===== src/hw/rtl/psd_pkg.sv =====
package psd_pkg;

   localparam int DIM_BITS_DEFAULT = 16;

   localparam logic [7:0] CHAR_P     = 8'h50;
   localparam logic [7:0] CHAR_3     = 8'h33;
   localparam logic [7:0] CHAR_6     = 8'h36;
   localparam logic [7:0] CHAR_HASH  = 8'h23;
   localparam logic [7:0] CHAR_LF    = 8'h0A;
   localparam logic [7:0] CHAR_TAB   = 8'h09;
   localparam logic [7:0] CHAR_CR    = 8'h0D;
   localparam logic [7:0] CHAR_SPACE = 8'h20;
   localparam logic [7:0] CHAR_ZERO  = 8'h30;
   localparam logic [7:0] CHAR_NINE  = 8'h39;

   localparam logic [1:0] KIND_HEADER    = 2'd0;
   localparam logic [1:0] KIND_PIXEL     = 2'd1;
   localparam logic [1:0] KIND_BAD_MAGIC = 2'd2;

   typedef enum logic [3:0] {
      PH_MAGIC0,
      PH_MAGIC1_OK,
      PH_MAGIC1_BAD,
      PH_WIDTH,
      PH_HEIGHT,
      PH_MAXVAL,
      PH_PIX_TEXT,
      PH_PIX_BIN,
      PH_DONE,
      PH_ERROR
   } psd_phase_type;

   typedef struct packed {
      logic in_comment;
      logic in_token;
      logic digits_stopped;
   } psd_scan_type;

   typedef struct packed {
      logic [1:0]  kind;
      logic [15:0] image_width;
      logic [15:0] image_height;
      logic        ascii_mode;
      logic [7:0]  red;
      logic [7:0]  green;
      logic [7:0]  blue;
      logic [15:0] column;
      logic [15:0] row;
      logic        last_pixel;
   } psd_result_type;

endpackage


===== src/hw/rtl/psd_scanner.sv =====
module psd_scanner
   import psd_pkg::*;
#(
   parameter int DIM_BITS = DIM_BITS_DEFAULT
) (
   input  logic [7:0]          byte_in,
   input  logic                saturate,
   input  psd_scan_type        scan_cur,
   input  logic [DIM_BITS-1:0] token_cur,
   output psd_scan_type        scan_next,
   output logic [DIM_BITS-1:0] token_next,
   output logic                token_end
);

   localparam int VW = DIM_BITS + 4;

   logic          is_ws;
   logic          is_digit;
   logic          process;
   logic [VW-1:0] acc;

   always_comb begin
      is_ws    = (byte_in == CHAR_SPACE) || (byte_in inside {[CHAR_TAB:CHAR_CR]});
      is_digit = byte_in inside {[CHAR_ZERO:CHAR_NINE]};
      acc      = VW'(token_cur) * VW'(10) + VW'(byte_in[3:0]);
   end

   always_comb begin
      scan_next  = scan_cur;
      token_next = token_cur;
      token_end  = 1'b0;
      process    = 1'b0;
      if (scan_cur.in_comment) begin
         if (byte_in == CHAR_LF) begin
            scan_next.in_comment = 1'b0;
         end
      end else if (!scan_cur.in_token) begin
         if (byte_in == CHAR_HASH) begin
            scan_next.in_comment = 1'b1;
         end else if (!is_ws) begin
            scan_next.in_token       = 1'b1;
            scan_next.digits_stopped = 1'b0;
            token_next               = '0;
            process                  = 1'b1;
         end
      end else begin
         process = 1'b1;
      end

      if (process) begin
         if (is_ws) begin
            scan_next.in_token = 1'b0;
            token_end          = 1'b1;
         end else if (!scan_next.digits_stopped && is_digit) begin
            if (!scan_cur.in_token) begin
               token_next = DIM_BITS'(byte_in[3:0]);
            end else if (saturate && (acc > VW'({DIM_BITS{1'b1}}))) begin
               token_next = {DIM_BITS{1'b1}};
            end else begin
               token_next = acc[DIM_BITS-1:0];
            end
         end else begin
            scan_next.digits_stopped = 1'b1;
         end
      end
   end

endmodule


===== src/hw/rtl/psd_core.sv =====
module psd_core
   import psd_pkg::*;
#(
   parameter int DIM_BITS = DIM_BITS_DEFAULT
) (
   input  logic           clock,
   input  logic           reset,
   input  logic           in_valid,
   input  logic [7:0]     in_byte,
   input  logic           in_sof,
   input  logic           rsp_ready,
   output logic           in_take,
   output logic           rsp_valid,
   output psd_result_type rsp_data
);

   psd_phase_type       phase_ff, phase_in, phase_cur;
   logic                text_ff, text_in, text_cur;
   psd_scan_type        scan_ff, scan_in, scan_cur, scan_step;
   logic [DIM_BITS-1:0] token_ff, token_in, token_cur, token_step;
   logic [DIM_BITS-1:0] width_ff, width_in, width_cur;
   logic [DIM_BITS-1:0] height_ff, height_in, height_cur;
   logic [1:0]          comp_ff, comp_in, comp_cur;
   logic [7:0]          red_ff, red_in, red_cur;
   logic [7:0]          green_ff, green_in, green_cur;
   logic [DIM_BITS-1:0] col_ff, col_in, col_cur;
   logic [DIM_BITS-1:0] row_ff, row_in, row_cur;
   logic                rsp_valid_ff, rsp_valid_in;
   psd_result_type      rsp_data_ff;

   logic                token_end;
   logic                take_comp;
   logic [7:0]          comp_val;
   logic [DIM_BITS:0]   col_inc, row_inc, row_after;
   logic                last;
   logic                res_valid;
   psd_result_type      res;

   assign in_take   = in_valid && (!rsp_valid_ff || rsp_ready);
   assign rsp_valid = rsp_valid_ff;
   assign rsp_data  = rsp_data_ff;

   always_comb begin
      if (in_sof) begin
         phase_cur  = PH_MAGIC0;
         text_cur   = 1'b0;
         scan_cur   = '0;
         token_cur  = '0;
         width_cur  = '0;
         height_cur = '0;
         comp_cur   = '0;
         red_cur    = '0;
         green_cur  = '0;
         col_cur    = '0;
         row_cur    = '0;
      end else begin
         phase_cur  = phase_ff;
         text_cur   = text_ff;
         scan_cur   = scan_ff;
         token_cur  = token_ff;
         width_cur  = width_ff;
         height_cur = height_ff;
         comp_cur   = comp_ff;
         red_cur    = red_ff;
         green_cur  = green_ff;
         col_cur    = col_ff;
         row_cur    = row_ff;
      end
   end

   psd_scanner #(
      .DIM_BITS(DIM_BITS)
   ) u_scanner (
      .byte_in   (in_byte),
      .saturate  (phase_cur != PH_PIX_TEXT),
      .scan_cur  (scan_cur),
      .token_cur (token_cur),
      .scan_next (scan_step),
      .token_next(token_step),
      .token_end (token_end)
   );

   always_comb begin
      col_inc   = {1'b0, col_cur} + {{DIM_BITS{1'b0}}, 1'b1};
      row_inc   = {1'b0, row_cur} + {{DIM_BITS{1'b0}}, 1'b1};
      last      = (row_inc == {1'b0, height_cur}) && (col_inc == {1'b0, width_cur});
      row_after = (col_inc >= {1'b0, width_cur}) ? row_inc : {1'b0, row_cur};
   end

   always_comb begin
      phase_in  = phase_cur;
      text_in   = text_cur;
      scan_in   = scan_cur;
      token_in  = token_cur;
      width_in  = width_cur;
      height_in = height_cur;
      comp_in   = comp_cur;
      red_in    = red_cur;
      green_in  = green_cur;
      col_in    = col_cur;
      row_in    = row_cur;
      take_comp = 1'b0;
      comp_val  = in_byte;
      res_valid = 1'b0;
      res       = '0;

      case (phase_cur)
         PH_MAGIC0: begin
            phase_in = (in_byte == CHAR_P) ? PH_MAGIC1_OK : PH_MAGIC1_BAD;
         end
         PH_MAGIC1_OK: begin
            if (in_byte == CHAR_3 || in_byte == CHAR_6) begin
               text_in  = (in_byte == CHAR_3);
               scan_in  = '0;
               token_in = '0;
               phase_in = PH_WIDTH;
            end else begin
               phase_in  = PH_ERROR;
               res_valid = 1'b1;
               res.kind  = KIND_BAD_MAGIC;
            end
         end
         PH_MAGIC1_BAD: begin
            phase_in  = PH_ERROR;
            res_valid = 1'b1;
            res.kind  = KIND_BAD_MAGIC;
         end
         PH_WIDTH: begin
            scan_in  = scan_step;
            token_in = token_step;
            if (token_end) begin
               width_in = token_step;
               phase_in = PH_HEIGHT;
            end
         end
         PH_HEIGHT: begin
            scan_in  = scan_step;
            token_in = token_step;
            if (token_end) begin
               height_in = token_step;
               phase_in  = PH_MAXVAL;
            end
         end
         PH_MAXVAL: begin
            scan_in  = scan_step;
            token_in = token_step;
            if (token_end) begin
               comp_in = '0;
               col_in  = '0;
               row_in  = '0;
               if (width_cur == '0 || height_cur == '0) begin
                  phase_in = PH_DONE;
               end else begin
                  phase_in = text_cur ? PH_PIX_TEXT : PH_PIX_BIN;
               end
               res_valid        = 1'b1;
               res.kind         = KIND_HEADER;
               res.image_width  = 16'(width_cur);
               res.image_height = 16'(height_cur);
               res.ascii_mode   = text_cur;
            end
         end
         PH_PIX_TEXT: begin
            scan_in   = scan_step;
            token_in  = token_step;
            take_comp = token_end;
            comp_val  = token_step[7:0];
         end
         PH_PIX_BIN: begin
            take_comp = 1'b1;
         end
         default: begin
         end
      endcase

      if (take_comp) begin
         case (comp_cur)
            2'd0: begin
               red_in  = comp_val;
               comp_in = 2'd1;
            end
            2'd1: begin
               green_in = comp_val;
               comp_in  = 2'd2;
            end
            default: begin
               comp_in          = 2'd0;
               res_valid        = 1'b1;
               res.kind         = KIND_PIXEL;
               res.image_width  = 16'(width_cur);
               res.image_height = 16'(height_cur);
               res.ascii_mode   = text_cur;
               res.red          = red_cur;
               res.green        = green_cur;
               res.blue         = comp_val;
               res.column       = 16'(col_cur);
               res.row          = 16'(row_cur);
               res.last_pixel   = last;
               col_in = (col_inc >= {1'b0, width_cur}) ? '0 : col_inc[DIM_BITS-1:0];
               row_in = row_after[DIM_BITS-1:0];
               if (last || row_after >= {1'b0, height_cur}) begin
                  phase_in = PH_DONE;
               end
            end
         endcase
      end

      if (in_take) begin
         rsp_valid_in = res_valid;
      end else if (rsp_ready) begin
         rsp_valid_in = 1'b0;
      end else begin
         rsp_valid_in = rsp_valid_ff;
      end
   end

   always_ff @(posedge clock) begin
      if (reset) begin
         phase_ff     <= PH_MAGIC0;
         text_ff      <= 1'b0;
         scan_ff      <= '0;
         token_ff     <= '0;
         width_ff     <= '0;
         height_ff    <= '0;
         comp_ff      <= '0;
         red_ff       <= '0;
         green_ff     <= '0;
         col_ff       <= '0;
         row_ff       <= '0;
         rsp_valid_ff <= 1'b0;
      end else begin
         rsp_valid_ff <= rsp_valid_in;
         if (in_take) begin
            phase_ff  <= phase_in;
            text_ff   <= text_in;
            scan_ff   <= scan_in;
            token_ff  <= token_in;
            width_ff  <= width_in;
            height_ff <= height_in;
            comp_ff   <= comp_in;
            red_ff    <= red_in;
            green_ff  <= green_in;
            col_ff    <= col_in;
            row_ff    <= row_in;
         end
      end
   end

   always_ff @(posedge clock) begin
      if (in_take && res_valid) begin
         rsp_data_ff <= res;
      end
   end

endmodule


===== src/hw/rtl/ppm_stream_decoder.sv =====
// PPM image decoder (P3 text and P6 binary), one file byte per request.
// Request channel: req_tdata carries one byte of the file, req_tuser marks
// the first byte of a new file and restarts the parser on that byte.
// Response channel: one response for the parsed header, one per RGB pixel
// in row-major order, or one bad-magic error; rsp_tuser gives the kind and
// the text/binary mode, rsp_tlast marks the final pixel.
// Bytes that complete no response (magic, whitespace, digits, comments,
// first two components of a pixel) produce nothing.
// Throughput: one request per cycle, sustained while rsp_tready stays high;
// the full byte update is one pass of the token scanner and pixel counters
// between the request register and the response register.
// Each accepted request is held in the request register; its response is
// registered in the response register and presented from there.
// When the receiver stalls, the response register holds; one more request
// is buffered in the request register, then req_tready drops.
// Reset clears the parser to expect the first magic byte and empties both
// registers.
module ppm_stream_decoder
   import psd_pkg::*;
#(
   parameter int DIM_BITS = DIM_BITS_DEFAULT
) (
   input  logic        clock,
   input  logic        reset,
   input  logic        req_tvalid,
   output logic        req_tready,
   input  logic [7:0]  req_tdata,   // [7:0] byte_in
   input  logic        req_tuser,   // [0] start_of_file
   output logic        rsp_tvalid,
   input  logic        rsp_tready,
   output logic [95:0] rsp_tdata,   // image_width, image_height, red, green, blue, column, row
   output logic [2:0]  rsp_tuser,   // [1:0] kind, [2] ascii_mode
   output logic        rsp_tlast    // last_pixel
);

   logic           in_valid_ff, in_valid_in;
   logic [7:0]     in_byte_ff;
   logic           in_sof_ff;
   logic           in_take;
   logic           req_accept;
   psd_result_type rsp_data;

   assign req_tready = !in_valid_ff || in_take;
   assign req_accept = req_tvalid && req_tready;

   always_comb begin
      if (req_accept) begin
         in_valid_in = 1'b1;
      end else if (in_take) begin
         in_valid_in = 1'b0;
      end else begin
         in_valid_in = in_valid_ff;
      end
   end

   always_ff @(posedge clock) begin
      if (reset) begin
         in_valid_ff <= 1'b0;
      end else begin
         in_valid_ff <= in_valid_in;
      end
   end

   always_ff @(posedge clock) begin
      if (req_accept) begin
         in_byte_ff <= req_tdata;
         in_sof_ff  <= req_tuser;
      end
   end

   psd_core #(
      .DIM_BITS(DIM_BITS)
   ) u_core (
      .clock    (clock),
      .reset    (reset),
      .in_valid (in_valid_ff),
      .in_byte  (in_byte_ff),
      .in_sof   (in_sof_ff),
      .rsp_ready(rsp_tready),
      .in_take  (in_take),
      .rsp_valid(rsp_tvalid),
      .rsp_data (rsp_data)
   );

   assign rsp_tdata = {8'd0, rsp_data.row, rsp_data.column, rsp_data.blue, rsp_data.green,
                       rsp_data.red, rsp_data.image_height, rsp_data.image_width};
   assign rsp_tuser = {rsp_data.ascii_mode, rsp_data.kind};
   assign rsp_tlast = rsp_data.last_pixel;

endmodule


===== config.mk =====
export PLATFORM = sky130hd
export DESIGN_NAME = ppm_stream_decoder
export DESIGN_NICKNAME = d
export VERILOG_FILES = /design/src/hw/rtl/psd_pkg.sv /design/src/hw/rtl/psd_scanner.sv /design/src/hw/rtl/psd_core.sv /design/src/hw/rtl/ppm_stream_decoder.sv
export SDC_FILE = /design/constraint.sdc
export NUM_CORES = 1
export LEC_CHECK = 0
export BUFFER_PORTS_ARGS = -buffer_cell sky130_fd_sc_hd__buf_2
export CAP_MARGIN = 10
export CORE_ASPECT_RATIO = 1.4
export CORE_MARGIN = 4
export CORE_UTILIZATION = 54
export DETAILED_ROUTE_END_ITERATION = 10
export PLACE_DENSITY = 0.8
export SKIP_CTS_REPAIR_TIMING = 1
export SLEW_MARGIN = 15
export SYNTH_ARGS = -nofsm -noshare
export SYNTH_HDL_FRONTEND = slang
export SYNTH_SLANG_ARGS = --single-unit

===== constraint.sdc =====
create_clock -name clock -period 6.2 [get_ports clock]
set_clock_uncertainty 0.2 [all_clocks]
set_input_delay 0.62 -clock clock [delete_from_list [all_inputs] [get_ports clock]]
set_output_delay 0.62 -clock clock [all_outputs]
set_load 0.05 [all_outputs]

==> summary.md, run 1 <==
| Metric | Value |
|---|---|
| Top-level I/O count | 115 |
| Hold crit path type | in -> reg |
| Site row count | 64 |
| Power Density | between 200 and 250 mW/mm² |
| Final worst path period share | between 90% and 100% |
| Die Ht | approximately 190 µm |
| TritonCTS clock tree | yes |
| Adder-Cell Fraction of Synth Area | between 5 and 6% |
| Post-layout minimum cycle time | ~6 ns |
| Utilization after layout | between 60% and 70% |
| P&R area growth vs syn | 12.1% |
| Die X-Extent | 135 µm |
| Initial Util | 55.2% |
| Dpl cells | ~1700 |
| EDFF count, synth | between 100 and 150 |
| DR iter-0 viols | between 1000 and 1500 |
| CP Max Fanout | 15 |
| Leak | ~5.4 nW |
| Status | finished clean |
| Antenna Violating Nets Remaining | 0 |
| Synth warnings | 0 |
| # DRC | 0 |
| Clock tree buffer depth | 3 |
| Startpoint types | flop |
| First-pass GRT wire length | between 50000 and 60000 µm |
| Per-cell routed wire length | about 19 µm |
| Port Buf Inserts | 106 |
| Post-Syn Area | 0.0122 mm² |
| Worst relative slew slack | about a quarter |
| Initial antenna violation count | 0 |
| Count leader, synth | nor2_1 |
| Fmax | 171 MHz |
| Slew @ Worst Pin | about 1.1 ns |
| Commonest cells in the netlist | 150 x nor2_1, 130 x nand2_1, 108 x dfxtp_1 |
| First-pass iteration count of the detailed router | 6 |
| Routed WL | 32100 µm |
| Post-synthesis simple-gate area fraction | roughly a quarter |
| CTS clock-pin slew for the worst setup and hold paths | around 0.060 ns |
| CTS Buf Count | 21 |
| Vias in the first global route | slightly above 10000 |
| Post-synthesis compound-gate area fraction | ~17% |
| Core ar. | 0.0220 mm² |
| RSZ-0062 raised after global routing | no |
| Nets | around 1500 |
| Top_reg_cell synth | dfxtp_1 |
| Routability cong. | between 0.9 and 1 |
| GRT Util Overall | around a quarter |
| Vias per cell | 6.07 |
| Area leader, netlist | edfxtp_1 |
| Mux contribution to synthesized area | less than 1% |
| Seq cells post-synth | around 210 |
| Max-slew violation count | 0 |
| Post-Syn Instances | 1345 |
| Main area contributors after synthesis | edfxtp_1 25%, dfxtp_1 18%, ha_1 5.3%, nor2_1 4.6%, and2_1 4.3% |
| Seq/Total Area, Yosys | 42.7% |
| Largest net degree at the start of global routing | 80 |
| Count of final hold-check violations | 0 |
| Setup violators final | 0 |
| Die area | roughly 0.025 mm² |
| CTS root buffer | clkbuf_16 |
| Max cap viols | 0 |
| Yosys top cell area share | between 20% and 30% |
| Clock sink total | 209 |
| Synth cell types | 84 |
| Peak supply drop | about 190 µV |
| Largest family of logic cells by synthesized area | simple AND/OR/NAND/NOR gates |
| Aggregate global routing overflow | 0 |
| # diodes | 0 |
| Share of cells above drive strength 1 | between 10 and 15% |
| H-Tree Depth | 1 |
| Final std cells w/o fill | between 1500 and 2000 |
| DP Wirelength | 23300 µm |
| Critical Path Sink Type | flop |
| Avg Inst Size Synth | ~9 µm² |
| Async set-or-reset flop fraction in the synthesized netlist | 0% |
| Worst-Skew Late Latency | around 0.5 ns |
| Post-Synth XOR/XNOR Area | approximately 6.4% |
| Via Count | between 10000 and 15000 |
| Critical path class | reg -> reg |
| Arr. time, crit path | 5.98 ns |
| Critical path data required time | approximately 6.3 ns |
| TNS Setup | 0 ns |
[per-layer routing]
layer	vias up	share of wire [%]	GRT usage [%]
met5	-	0	0
li1	5015	-	-
met2	476	51	44.9
met1	4948	38	30.0
met3	101	7.0	2.84
met4	0	4.1	11.6
[cells by family after synthesis]
| group | Yosys count |
|---|---|
| xor gates and xnor gates | 88 |
| buffers and inverters | 108 |
| DFF | 209 |
| and+or+nand+nor | 581 |
| other | 1 |
| muxes | 2 |
| AOI/OAI and AO/OA | 302 |
| adders and majority gates | 54 |
[report_power, final]
part           internal (W)  switching, W
logic             0.0000289     0.0000955
registers           0.00145     0.0000149
clock network      0.000710      0.000539
[per-stage QoR]
stage	area [µm²]	worst slack (ns)	power, W	hold slack, ns
2_1_floorplan	12200	0.00191	0.00158	0.246
3_3_place_gp	12900	0.294	0.00161	0.262
3_5_place_dp	12900	0.103	0.00161	0.271
4_1_cts	13600	0.0969	0.00284	0.0831
5_1_grt	13600	0.0370	0.00292	0.0778
6_report	13600	0.359	0.00283	0.0951
[cell type report]
type                       count  area, µm²
timing repair buffer         130        736
clock inverter                14        135
multi-input combinational   1035       6560
inverter                      27        105
tap                          297        372
sequential                   209       5190
fill                        1859       8390
clock buffer                  23        533
[sequential cells by signal, indices dropped and copies added (netlist names)]
register	count
u_core.token_ff	16
u_core.rsp_data	92
u_core.height_ff	16
u_core.scan_ff	3
in_byte_ff	8
u_core.width_ff	16
u_core.red_ff	8
u_core.rsp_valid	1
u_core.green_ff	8
in_valid_ff	1
u_core.row_ff	16
u_core.comp_ff	2
u_core.text_ff	1
u_core.col_ff	16
u_core.phase_ff	4
in_sof_ff	1
[layout by cell type (no fill, tap or decap), types with 51 or more instances in the layout]
cell	n
nand2_1	130
xnor2_1	59
o21ai_0	82
edfxtp_1	101
ha_1	51
buf_2	106
and2_1	83
a21oi_1	64
nor2_1	150
dfxtp_1	108
[worst max-delay path, cell delays in order, from the launching register on]
cell	delay [ns]
edfxtp_1	0.50
nor2b_2	0.20
ha_2	0.25
nand4_1	0.11
buf_4	0.18
or3_1	0.34
a21oi_1	0.29
ha_1	0.33
nand2_1	0.09
nor3_1	0.05
and3_1	0.21
a2111oi_4	0.34
nand3_1	0.20
buf_4	0.25
nand2b_1	0.14
xnor2_1	0.13
nor2_1	0.06
ha_1	0.32
a21oi_1	0.17
nor2b_1	0.06
a2111oi_0	0.39
a211o_1	0.19
a31oi_1	0.09
o31ai_1	0.20
and3b_2	0.29
a221oi_1	0.09
[worst paths after layout]
path	startpoint	slack, ns	end	depth (start not counted)
worst max register to register	in_sof_ff	0.36	u_core.phase_ff[3]	25
worst min register to register	u_core.token_ff[15]	0.29	u_core.token_ff[15]	2
worst max-delay path	in_sof_ff	0.36	u_core.phase_ff[3]	25
worst min-delay path	req_tdata[6]	0.1	in_byte_ff[6]	1
No activity file was read; power rests on OpenSTA's default activity.
==> inputs of run 2 (changes only) <==
--- a/config.mk
+++ b/config.mk
@@ -11,7 +11,9 @@
 export CORE_MARGIN = 4
 export CORE_UTILIZATION = 54
 export DETAILED_ROUTE_END_ITERATION = 10
+export HOLD_SLACK_MARGIN = 0.15
 export PLACE_DENSITY = 0.8
+export REMOVE_ABC_BUFFERS = 1
 export SKIP_CTS_REPAIR_TIMING = 1
 export SLEW_MARGIN = 15
 export SYNTH_ARGS = -nofsm -noshare
==> summary.md, run 2 (synthesis results as in run 1) <==
| Metric | Value |
|---|---|
| Via Count | 10700 |
| First-pass iteration count of the detailed router | 5 |
| Most common cell after layout, fill and taps aside | nor2_1 |
| Dpl cells | 1700 |
| Routed WL | ~33000 µm |
| CTS root buffer | clkbuf_16 |
| Met1 Usage GRT | a little under a third |
| Site row count | 64 |
| TritonCTS clock tree | yes |
| Clock tree buffer depth | 3 |
| Nets | around 1500 |
| Vias per cell | roughly 6.1 |
| First-pass GRT wire length | 52600 µm |
| Initial Util | a little under three fifths |
| RSZ-0062 raised after global routing | no |
| Dpl ws | just under 0.2 ns |
| Initial antenna violation count | 0 |
| Met3 usage | approximately 2.9% |
| Die area | around 0.025 mm² |
| Per-cell routed wire length | ~19 µm |
| CTS clock-pin slew for the worst setup and hold paths | roughly 0.060 ns |
| Routability cong. | roughly 0.97 |
| CTS Buf Count | 21 |
| P&R area growth vs syn | 13.2% |
| Setup violators final | 0 |
| TNS Setup | 0 ns |
| Peak supply drop | 236 µV |
| H-Tree Depth | 1 |
| Share of cells above drive strength 1 | between 10% and 20% |
| Count of final hold-check violations | 0 |
| Core ar. | 0.0220 mm² |
| CP Max Fanout | 23 |
| Aggregate global routing overflow | 0 |
| Final worst path period share | between 90% and 100% |
| Critical path data required time | around 6.3 ns |
| Hold crit path type | in -> reg |
| Max FFs per register | 92 |
| # diodes | 0 |
| Critical path class | reg -> reg |
| GR peak layer | met2 |
| Fmax | 172 MHz |
| Arr. time, crit path | 5.97 ns |
| Max cap viols | 0 |
| Hold Slack | approximately 0.17 ns |
| Critical Path Sink Type | flop |
| Worst-Skew Late Latency | between 0.5 and 0.6 ns |
| Met2 track demand over resource | between 40 and 50% |
| Leak | roughly 5.5 nW |
| Largest net degree at the start of global routing | 68 |
| Origin of the critical flop-to-flop path | in_sof_ff |
| Clock sink total | 209 |
| DR iter-0 viols | 1109 |
| Die Ht | 186 µm |
| Crit. Startpoint | in_sof_ff |
| Port Buf Inserts | between 100 and 150 |
| Die X-Extent | 135 µm |
| DP Wirelength | about 24000 µm |
| Final std cells w/o fill | ~1700 |
| Vias in the first global route | 10100 |
| Hold_sp | req_tvalid |
| Most frequent cells in the layout | 150 x nor2_1, 130 x nand2_1, 108 x dfxtp_1 |
| Startpoint types | flop |
| Slew @ Worst Pin | around 1.1 ns |
| Max-slew violation count | 0 |
| Power Density | a little over 200 mW/mm² |
| Status | finished clean |
| Antenna Violating Nets Remaining | 0 |
| PnR worst setup slack | around 0.37 ns |
| Post-layout minimum cycle time | around 5.8 ns |
| GRT Util Overall | roughly a quarter |
| # DRC | 0 |
| Worst relative slew slack | between 20% and 30% |
| Top-level I/O count | about 120 |
run 2: changes by cell type in the layout (fill, tap and decap cells not counted), sizes merged:
cell         delta
buf             +4
dlygate4sd3     +9
clkinvlp        -2
clkinv          +1
clkbuf          +3
inv             -1
run 2: where the power goes:
part | leakage [nW] | switching, W | total (W) | internal, W
Combinational | 3.13 | 0.0000969 | 0.000129 | 0.0000323
Clock | 0.333 | 0.000524 | 0.00126 | 0.000734
Sequential | 2.01 | 0.0000152 | 0.00146 | 0.00145
Total | 5.47 | 0.000636 | 0.00285 | 0.00221
run 2: path summary, 6_finish.rpt:
path / slack (ns) / to / depth (start not counted)
worst max register to register: 0.37 / u_core.phase_ff[3] / 23
worst min register to register: 0.28 / u_core.green_ff[6] / 2
worst min-delay path: 0.17 / in_valid_ff / 3
worst max-delay path: 0.37 / u_core.phase_ff[3] / 23
run 2: routing by layer:
layer  up-vias  wire, µm
met5         -         0
met3       111      1900
met2       439     17100
li1       5028         -
met4         0      1560
met1      5110     12800
run 2: critical path: stages (launching register included):
cell and delay, ns:
edfxtp_1 0.48, nor2b_2 0.20, ha_1 0.19, nand4_1 0.22, or3_1 0.40, a21oi_1 0.25
ha_1 0.19, nand4_1 0.19, nor3_1 0.30, and3_1 0.21, a2111oi_2 0.06, nand3_1 0.18
buf_12 0.19, or3b_2 0.50, xnor2_1 0.16, nor2_1 0.06, ha_1 0.33, nor2b_1 0.14
a2111oi_0 0.39, a211o_1 0.18, a31oi_1 0.08, o31ai_1 0.18, and3b_2 0.28, a221oi_1 0.10
run 2: final cells by class:
class	count	area, µm²
multi-input cells	1035	6550
flip-flops and latches	209	5190
clock buffers	26	566
well taps	297	372
clock inverters	12	116
fillers	1894	8250
inverters	27	105
repair buffers	143	868
run 2: stage by stage:
stage                     util [%]  power (W)  instance area, µm²
final                         62.5    0.00285               13800
after global routing          62.5    0.00294               13800
after CTS                     62.0    0.00286               13600
after detailed placement      58.9    0.00161               13000
after global placement        58.9    0.00161               13000
after floorplan                  -    0.00156               11800
